==> config.mk <==
export PLATFORM = sky130hd
export DESIGN_NAME = dgam_cell
export DESIGN_NICKNAME = d
export VERILOG_FILES = /design/src/rtl/dgam_pkg.sv /design/src/rtl/dgam_cell.sv
export SDC_FILE = /design/constraint.sdc
export NUM_CORES = 1
export LEC_CHECK = 0
export ABC_AREA = 0
export ABC_CLOCK_PERIOD_IN_PS = 2700
export BUFFER_PORTS_ARGS = -buffer_cell sky130_fd_sc_hd__buf_2
export CORE_MARGIN = 10
export CORE_UTILIZATION = 51
export CTS_BUF_LIST = sky130_fd_sc_hd__clkbuf_16
export DETAILED_ROUTE_END_ITERATION = 10
export PLACE_DENSITY = 0.81
export SLEW_MARGIN = 40
export SYNTH_ARGS = -nofsm -noshare
export SYNTH_HDL_FRONTEND = slang
export SYNTH_SLANG_ARGS = --single-unit
==> constraint.sdc <==
create_clock -name clk_i -period 2.7 [get_ports clk_i]
set_clock_uncertainty 0.2 [all_clocks]
set_input_delay 0.27 -clock clk_i [delete_from_list [all_inputs] [get_ports clk_i]]
set_output_delay 0.27 -clock clk_i [all_outputs]
set_load 0.01 [all_outputs]
==> src/rtl/dgam_pkg.sv <==
package dgam_pkg;

  localparam int CMD_W  = 3;
  localparam int VTX_W  = 5;
  localparam int DEG_W  = 6;
  localparam int CNT_W  = 6;
  // Wide enough for any vertex index, count or degree up to 64.
  localparam int EXT_W  = 7;
  localparam logic [EXT_W-1:0] DEG_SAT = 7'd63;

  typedef enum logic [CMD_W-1:0] {
    CMD_ADD_EDGE      = 3'd0,
    CMD_REMOVE_EDGE   = 3'd1,
    CMD_QUERY_EDGE    = 3'd2,
    CMD_OUT_DEGREE    = 3'd3,
    CMD_IN_DEGREE     = 3'd4,
    CMD_ADD_VERTEX    = 3'd5,
    CMD_REMOVE_VERTEX = 3'd6
  } cmd_e;

  // Controls broadcast to every row cell.
  typedef struct packed {
    logic             edge_wr;
    logic             edge_set;
    logic             remove;
    logic             count;
    logic             count_in;
    logic [VTX_W-1:0] src;
    logic [VTX_W-1:0] dst;
  } cell_ctrl_t;

endpackage

==> src/rtl/dgam_cell.sv <==
module dgam_cell import dgam_pkg::*; #(
  parameter int N     = 32,
  parameter int INDEX = 0
) (
  input  logic                       clk_i,
  input  logic                       rst_ni,
  input  cell_ctrl_t                 ctrl_i,
  input  logic [N-1:0]               next_row_i,
  input  logic                       out_bit_i,
  input  logic [$clog2(N+1)-1:0]     acc_i,
  output logic [N-1:0]               row_o,
  output logic [$clog2(N+1)-1:0]     acc_o
);

  localparam int ACC_W = $clog2(N+1);
  localparam logic [EXT_W-1:0] IDX = EXT_W'(INDEX);

  logic [N-1:0]       row_q, row_d;
  logic [ACC_W-1:0]   acc_q;
  logic [N-1:0]       low_mask, src_mask, dst_mask;
  logic [N-1:0]       base, dropped;
  logic [EXT_W-1:0]   src_ext, dst_ext;
  logic               is_src, cnt_bit;

  assign src_ext = EXT_W'(ctrl_i.src);
  assign dst_ext = EXT_W'(ctrl_i.dst);
  assign is_src  = (IDX == src_ext);

  always_comb begin
    for (int j = 0; j < N; j++) begin
      low_mask[j] = (EXT_W'(j) < src_ext);
      src_mask[j] = (EXT_W'(j) == src_ext);
      dst_mask[j] = (EXT_W'(j) == dst_ext);
    end
  end

  // Rows at or above the removed vertex take their upper neighbor, then
  // every row closes the gap left by the removed column.
  assign base    = (IDX >= src_ext) ? next_row_i : row_q;
  assign dropped = (base & low_mask) | ((base >> 1) & ~low_mask);

  always_comb begin
    priority if (ctrl_i.remove) begin
      row_d = dropped;
    end else if (ctrl_i.edge_wr && is_src) begin
      row_d = ctrl_i.edge_set ? (row_q | dst_mask) : (row_q & ~dst_mask);
    end else begin
      row_d = row_q;
    end
  end

  assign cnt_bit = ctrl_i.count_in ? |(row_q & src_mask) : out_bit_i;

  always_ff @(posedge clk_i or negedge rst_ni) begin
    if (!rst_ni) begin
      row_q <= '0;
    end else begin
      row_q <= row_d;
    end
  end

  // Partial sum ripples one cell per cycle toward the end of the chain.
  always_ff @(posedge clk_i) begin
    if (ctrl_i.count) begin
      acc_q <= acc_i + ACC_W'(cnt_bit);
    end
  end

  assign row_o = row_q;
  assign acc_o = acc_q;

endmodule

Word level (Yosys, flattened, before mapping)

Index checks and enable logic that the tools add are counted.

Bits in registers: 38
Output and inout port bits: 38
Input port bits: 56
Bits in writable memories: 0
Latch bits: 0
Memories kept: 0
Bits in read-only memories: 0

Shift-type cells: 0
$add $sub $neg: 1
Multipliers: 0
Equal/unequal tests: 62
Order comparisons: 33
Muxes and demuxes: 5
Reduce and logical (&&, ||, !) cells: 5
Bitwise gates (word level): 8
Divide/modulo/power cells: 0

Operator list:

| kind                                                              | count |
|---|---|
| equality test 5 bit (first input constant)                        | 32 |
| 2-to-1 mux 32 bit                                                 | 4 |
| AND 32 bit                                                        | 3 |
| equality test 4 x 5 -> 1 bit (first input constant)               | 16 |
| less-than comparator 5 bit (first input constant)                 | 16 |
| NOT 32 bit                                                        | 2 |
| OR 32 bit                                                         | 2 |
| equality test 3 x 5 -> 1 bit (first input constant)               | 8 |
| less-than comparator 4 x 5 -> 1 bit (first input constant)        | 8 |
| AND 31 x 32 -> 32 bit                                             | 1 |
| OR reduction 32 bit                                               | 1 |
| equality test 2 x 5 -> 1 bit (first input constant)               | 4 |
| less-than comparator 3 x 5 -> 1 bit (first input constant)        | 4 |
| zero test 7 bit                                                   | 2 |
| equality test 1 x 5 -> 1 bit (first input constant)               | 2 |
| less-than comparator 1 x 5 -> 1 bit (first input constant)        | 2 |
| less-than comparator 2 x 5 -> 1 bit (first input constant)        | 2 |
| adder 6 x 1 -> 6 bit                                              | 1 |
| greater-or-equal comparator 1 x 5 -> 1 bit (first input constant) | 1 |
| nonzero test 2 bit                                                | 1 |
| logical AND 1 bit                                                 | 1 |
| 2-to-1 mux 1 bit                                                  | 1 |

Logic depth before layout (Yosys ltp)

Gate-level depths: netlist of the first run.

Word-level depth: 6
Depth in mapped cells: 11

Least setup slack after synthesis of the first run

OpenSTA, ideal clock, no wires.

Kind: input to register
From: input ctrl_i[8] (netlist bit)
To: register acc_q[4], in the netlist acc_o[4], data pin
Data required time: 2.242 ns
Stages: 11
Library setup time: 0.258 ns
Arrival time: 2.239 ns
Path buffers: 3
Slack: 0.004 ns
Cell sequence: clkbuf_1 -> clkbuf_1 -> buf_1 -> nand3b_1 -> nand2_1 -> a221oi_1 -> o221ai_1 -> ha_1 -> ha_1 -> nand3_1 -> xnor2_1

Cells in the longest elaborated chain, start to end: 5

RTL lines:

| what                                                       | line            | source |
|---|---|---|
| from (decl)                                                | dgam_cell.sv:7  | `input cell_ctrl_t ctrl_i,` |
| equality test 1 x 5 -> 1 bit, or another cell as far along | dgam_cell.sv:32 | `src_mask[j] = (EXT_W'(j) == src_ext);` |
| AND 32 bit (*)                                             | dgam_cell.sv:52 | `assign cnt_bit = ctrl_i.count_in ? \|(row_q & src_mask) : out_bit_i;` |
| OR reduction 32 bit (*)                                    | dgam_cell.sv:52 |  |
| 2-to-1 mux 1 bit (*)                                       | dgam_cell.sv:52 |  |
| adder 6 x 1 -> 6 bit (*)                                   | dgam_cell.sv:65 | `acc_q <= acc_i + ACC_W'(cnt_bit);` |
| to (signal assigned)                                       | dgam_cell.sv:65 |  |
| to (decl)                                                  | dgam_cell.sv:19 | `logic [ACC_W-1:0] acc_q;` |

Mark *: on every way between the ends. The rest lies on a longest branch, timed or not.
A chain may end at the register's enable or synchronous reset.

==> results.cfg, run 1 <==
[critical_path]
r2r-end = acc_o[5]
reg2reg_depth = 9
path_max_fanout = 4
critical_path_class = register to register
reg2reg_setup_slack_ns = 0.14
end_kind = register
crit_required_ns = 2.54
worstSetupStartpointType = register
critical_path_arrival_ns = 2.40

[logic_synthesis]
syn_avg_cell_area_sq_um = 8.49
synth_top_area_frac = 0.234
ys_ff_latch = 38
ys_types = 59
synth_largest_area_cell = dfrtp_1
async_reset_ff_frac = 0.842
synth-seq-area-share = 0.287
synth-edff-count = 6
syn-num-nets = 461
synth_area_leaders = dfrtp_1 (23%), mux2i_1 (14%), nand2_1 (5.8%)
yosys_warnings = 0
synth_area_sq_um = 3420
syn_inst = 403
yosys_most_used_dff = dfrtp_1

[clock_network]
clockBufferDepth = 2
clk_pin_slew_worst_paths_ns = 0.06
clock-root-buffer = clkbuf_16
cts_made_buffers = 5
cts_tree = built
clock_sinks = 38
htree_levels = 2
clock_latency_ns = 0.28

[power_and_ir_drop]
leakage_nw = 1.96
power_frac_clock = 0.288
p_comb_frac = 0.350
p_sw_w = 0.000823
power.density_nw_per_um2 = 547
seqPwrFrac = 0.363
finalPower_w = 0.00234
intPower_w = 0.00152
irDropWorstVdd_mv = 0.272
swShare = 0.351

[floorplan]
start_util = 0.533
core_sq_um = 6420
die_x_um = 102
pin_count = 94
fp.dieArea_sq_um = 10400
die_y_um = 102
rows = 29

[worst_hold_path]
whs_path_depth = 3
min_from = next_row_i[1]
hold_path.class = primary input to register

[routing]
dr.pass1.iters = 8
wl_per_cell_um = 21.6
dr.first_iter.drc_count = 384
drc = 0
viasPerCell = 6.65
ant_nets = 0
via_count = 3858
wl_um = 12500

[cells_and_area]
area.sequential_sq_um = 982
fillCellCount = 545
drive_above_1_share = 0.338
syn_to_final_growth_pct = 25.2
n_antenna_cell = 0
layout_common_cells = buf_2 (91), nand2_1 (53), mux2i_1 (47), buf_4 (37), dfrtp_1 (31)
nets = 560
multi_input_area_sq_um = 2260
layout_commonest_cell = buf_2
fin_util = 0.667

[timing]
setup_viol = 0
period_minus_slack_ns = 2.56
max_slew_margin = 0.540
rsz0062_at_grt = false
tightest_slew_ns = 0.689
fin_crit_sh = 0.949
hold_violations = 0
drv_slew = 0
finalSetupTns_ns = 0
max_freq_mhz = 390

[global_route]
grt_start_max_net_pins = 33
grt_usage = 0.237
antenna_found_initial = 0
grt_pass1_wl_um = 19700
overflow = 0
grt_pass1_vias = 3762

[place]
port_buffers = 92
gp_congestion = 0.946
hpwlAfterDp_um = 9170

[job]
cap_viol_max_count = 0

[run_status]
status = finished, final reports clean
-- routing by layer --
layer	global-route usage	share of wire
met2	0.386	0.47
met3	0.0587	0.11
met5	0	0
met1	0.297	0.39
met4	0.0933	0.033
-- cells in the mapped netlist, types with 5 or more instances --
cell	count
and3b_1	5
mux2_2	14
nand2_1	53
edfxtp_1	6
a31oi_1	10
clkbuf_1	30
dfrtp_1	32
a311oi_1	10
mux2i_1	47
a211oi_1	5
nand3_1	15
a21boi_0	9
a21oi_1	20
nand3b_1	5
nor3_1	8
nor2_1	22
o21ai_0	27
and3_1	5
-- final cells by class --
class | instances | share of cell area
Sequential cell | 38 | 0.229
Tap cell | 77 | 0.0225
Clock inverter | 3 | 0.00935
Clock buffer | 5 | 0.0292
Inverter | 3 | 0.00263
Timing Repair Buffer | 130 | 0.178
Multi-Input combinational cell | 324 | 0.529
-- stage by stage --
stage	cell area, sq um	cells	hold WS [ns]	worst slack, ns
after floorplan	3420	403	-0.226	0.00393
after global placement	4080	569	0.181	0.0872
after detailed placement	4080	569	0.196	0.0497
after CTS	4260	578	0.0129	0.129
after global routing	4280	580	0.0387	0.00119
final	4280	580	0.0195	0.138
-- how the worst max path moves through the flow --
stage | from | end | slack (ns) | depth (start not counted)
5_1_grt | register | acc_o[4] | 0.001 | 9
3_5_place_dp | ctrl_i[8] | acc_o[4] | 0.05 | 9
6_report | register | acc_o[5] | 0.14 | 9
4_1_cts | register | acc_o[4] | 0.13 | 8
2_1_floorplan | ctrl_i[8] | acc_o[4] | 0.004 | 11
3_3_place_gp | ctrl_i[8] | acc_o[4] | 0.09 | 9
-- what timing repair did --
| action | in CTS | in global routing |
|---|---|---|
| gates resized for setup | 0 | 3 |
| endpoints found under the hold margin | 32 | 0 |
| hold buffers | 1 | 0 |
| buffers inserted | 0 | 2 |
| endpoints found under the setup margin | 0 | 2 |
-- cells by family after synthesis --
family                     Yosys count  synth area share
and+or+nand+nor                    138             0.208
DFF                                 38             0.287
AOI/OAI and AO/OA                  114             0.221
xor gates and xnor gates             4            0.0102
buffers and inverters               41            0.0530
adders and majority gates            2           0.00731
muxes                               66             0.213
-- worst max-delay path, stage by stage (launching register included) --
cell and delay (ns):
dfrtp_1 0.39, mux2i_1 0.08, or4b_2 0.63, o311ai_0 0.12, o32ai_1 0.14, o221ai_1 0.11
ha_2 0.23, and3_1 0.19, nand3_1 0.10, xnor2_1 0.13
-- power by group through the flow --
stage	logic, W	registers [W]	clock network, W
2_1_floorplan	0.000431	0.000856	0
3_3_place_gp	0.000769	0.000847	0
3_5_place_dp	0.000797	0.000851	0
4_1_cts	0.000804	0.000841	0.000680
5_1_grt	0.000893	0.000860	0.000700
6_report	0.000820	0.000849	0.000674
(Power assumes the default switching activity.)
==> run 2: changes to the inputs <==
--- a/config.mk
+++ b/config.mk
@@ -12,8 +12,9 @@
 export CORE_UTILIZATION = 51
 export CTS_BUF_LIST = sky130_fd_sc_hd__clkbuf_16
 export DETAILED_ROUTE_END_ITERATION = 10
-export PLACE_DENSITY = 0.81
+export PLACE_DENSITY = 0.82
 export SLEW_MARGIN = 40
 export SYNTH_ARGS = -nofsm -noshare
 export SYNTH_HDL_FRONTEND = slang
 export SYNTH_SLANG_ARGS = --single-unit
+export TNS_END_PERCENT = 100
==> results.cfg, run 2 (synthesized netlist as in run 1, its figures left out) <==
[run_status]
status = finished, final reports clean

[global_route]
overflow = 0
use_met3 = 0.0459
use_met1 = 0.294
top_usage_layer = met2
antenna_found_initial = 0
grt_usage = 0.230
grt_util_met2 = 0.380
grt_pass1_wl_um = 19200
grt_start_max_net_pins = 34
grt_pass1_vias = 3715

[critical_path]
critical_path_class = register to register
end_kind = register
reg2reg_depth = 8
critPathMaxStageDelay_ns = 0.46
worstSetupStartpointType = register
critical_path_arrival_ns = 2.44
crit_required_ns = 2.54
slowest_stage = mux4_2
path_cells = mux4_2, nor3b_1, o32ai_1, o221ai_1, ha_2, and3_1, nand3_1, xnor2_1
path_max_fanout = 5

[worst_hold_path]
whs_path_depth = 3
hold_path.class = primary input to register

[timing]
finalSetupTns_ns = 0
worst_slack_ns = 0.0994
fin_crit_sh = 0.963
period_minus_slack_ns = 2.60
hold_violations = 0
drv_slew = 0
max_freq_mhz = 385
tightest_slew_ns = 0.658
setup_viol = 0
max_slew_margin = 0.557
rsz0062_at_grt = false

[clock_network]
clockBufferDepth = 2
cts_made_buffers = 5
clk_pin_slew_worst_paths_ns = 0.06
cts_tree = built
clock_sinks = 38
htree_levels = 2
clock_latency_ns = 0.28
clock-root-buffer = clkbuf_16

[floorplan]
fp.dieArea_sq_um = 10400
die_y_um = 102
pin_count = 94
start_util = 0.533
die_x_um = 102
core_sq_um = 6420
rows = 29

[power_and_ir_drop]
leakage_nw = 1.95
power.density_nw_per_um2 = 566
irDropWorstVdd_mv = 0.322

[job]
cap_viol_max_count = 0

[routing]
via_count = 3777
viasPerCell = 6.57
wl_um = 12200
ant_nets = 0
wl_per_cell_um = 21.2
dr.pass1.iters = 6
dr.first_iter.drc_count = 408
drc = 0

[cells_and_area]
syn_to_final_growth_pct = 25.4
layout_commonest_cell = buf_2
nets = 555
drive_above_1_share = 0.327
n_antenna_cell = 0
layout_common_cells = buf_2 (91), nand2_1 (53), mux2i_1 (47), dfrtp_1 (31), buf_4 (30)
finalInstanceArea_sq_um = 4290
fin_util = 0.668

[place]
hpwlAfterDp_um = 8720
gp_congestion = 0.942
post_dp_cell_area_sq_um = 4090
port_buffers = 92
dp_slack_ns = 0.0402
-- run 2: cell types whose count changed in the layout (fill, tap and decap cells not counted) --
cell	before	now
buf_12	1	3
clkinv_2	2	0
ha_2	2	1
clkinv_1	0	1
bufinv_16	1	2
ha_1	0	1
buf_4	37	30
-- run 2: final timing paths --
check | from | endpoint | slack, ns
setup reg to reg | register | acc_o[5] | 0.1
setup / recovery | register | acc_o[5] | 0.1
hold / removal | next_row_i[1] | register | 0.03
min in group asynchronous | rst_ni | asynchronous set/reset pin | 0.28
hold reg to reg | row_o[31] | row_o[31] | 0.40
max in group asynchronous | rst_ni | asynchronous set/reset pin | 1.66
-- run 2: layout make-up --
| type | count | area [sq um] |
|---|---|---|
| Clock inverter | 3 | 63.8 |
| Sequential cell | 38 | 982 |
| Inverter | 3 | 11.3 |
| Fill cell | 511 | 2130 |
| Timing Repair Buffer | 125 | 751 |
| Tap cell | 77 | 96.3 |
| Multi-Input combinational cell | 324 | 2260 |
| Clock buffer | 5 | 125 |
-- run 2: stage by stage --
stage / power [W] / hold WS, ns / cells
final: 0.00243 / 0.0312 / 575
after global routing: 0.00254 / 0.0534 / 575
after CTS: 0.00242 / 0.0276 / 575
after floorplan: 0.00129 / -0.226 / 403
after detailed placement: 0.00164 / 0.198 / 566
after global placement: 0.00161 / 0.189 / 566
-- run 2: layer usage --
| metal | wire length, um | up-vias |
|---|---|---|
| met5 | 0 | - |
| met4 | 281 | 0 |
| met3 | 1200 | 27 |
| met2 | 5820 | 234 |
| met1 | 4880 | 1810 |
| li1 | - | 1706 |
-- run 2: report_power, final --
part / leakage [nW] / switching, W / internal (W)
registers: 0.437 / 0.000150 / 0.000693
clock network: 0.0915 / 0.000247 / 0.000527
logic: 1.43 / 0.000420 / 0.000391
-- run 2: repair_timing --
action	in CTS	in global routing
endpoints found under the hold margin	32	0
hold buffers	1	0
buffers inserted	0	0
endpoints found under the setup margin	0	2
gates resized for setup	0	2
-- run 2: worst max-delay path, delay by kind of cell (launching register included) --
family / cells / cell delay [ns]
mux: 1 / 0.46
fa+ha+maj: 1 / 0.23
compound gates: 2 / 0.51
xor+xnor: 1 / 0.07
simple gates: 3 / 0.45
flops: 1 / 0.45
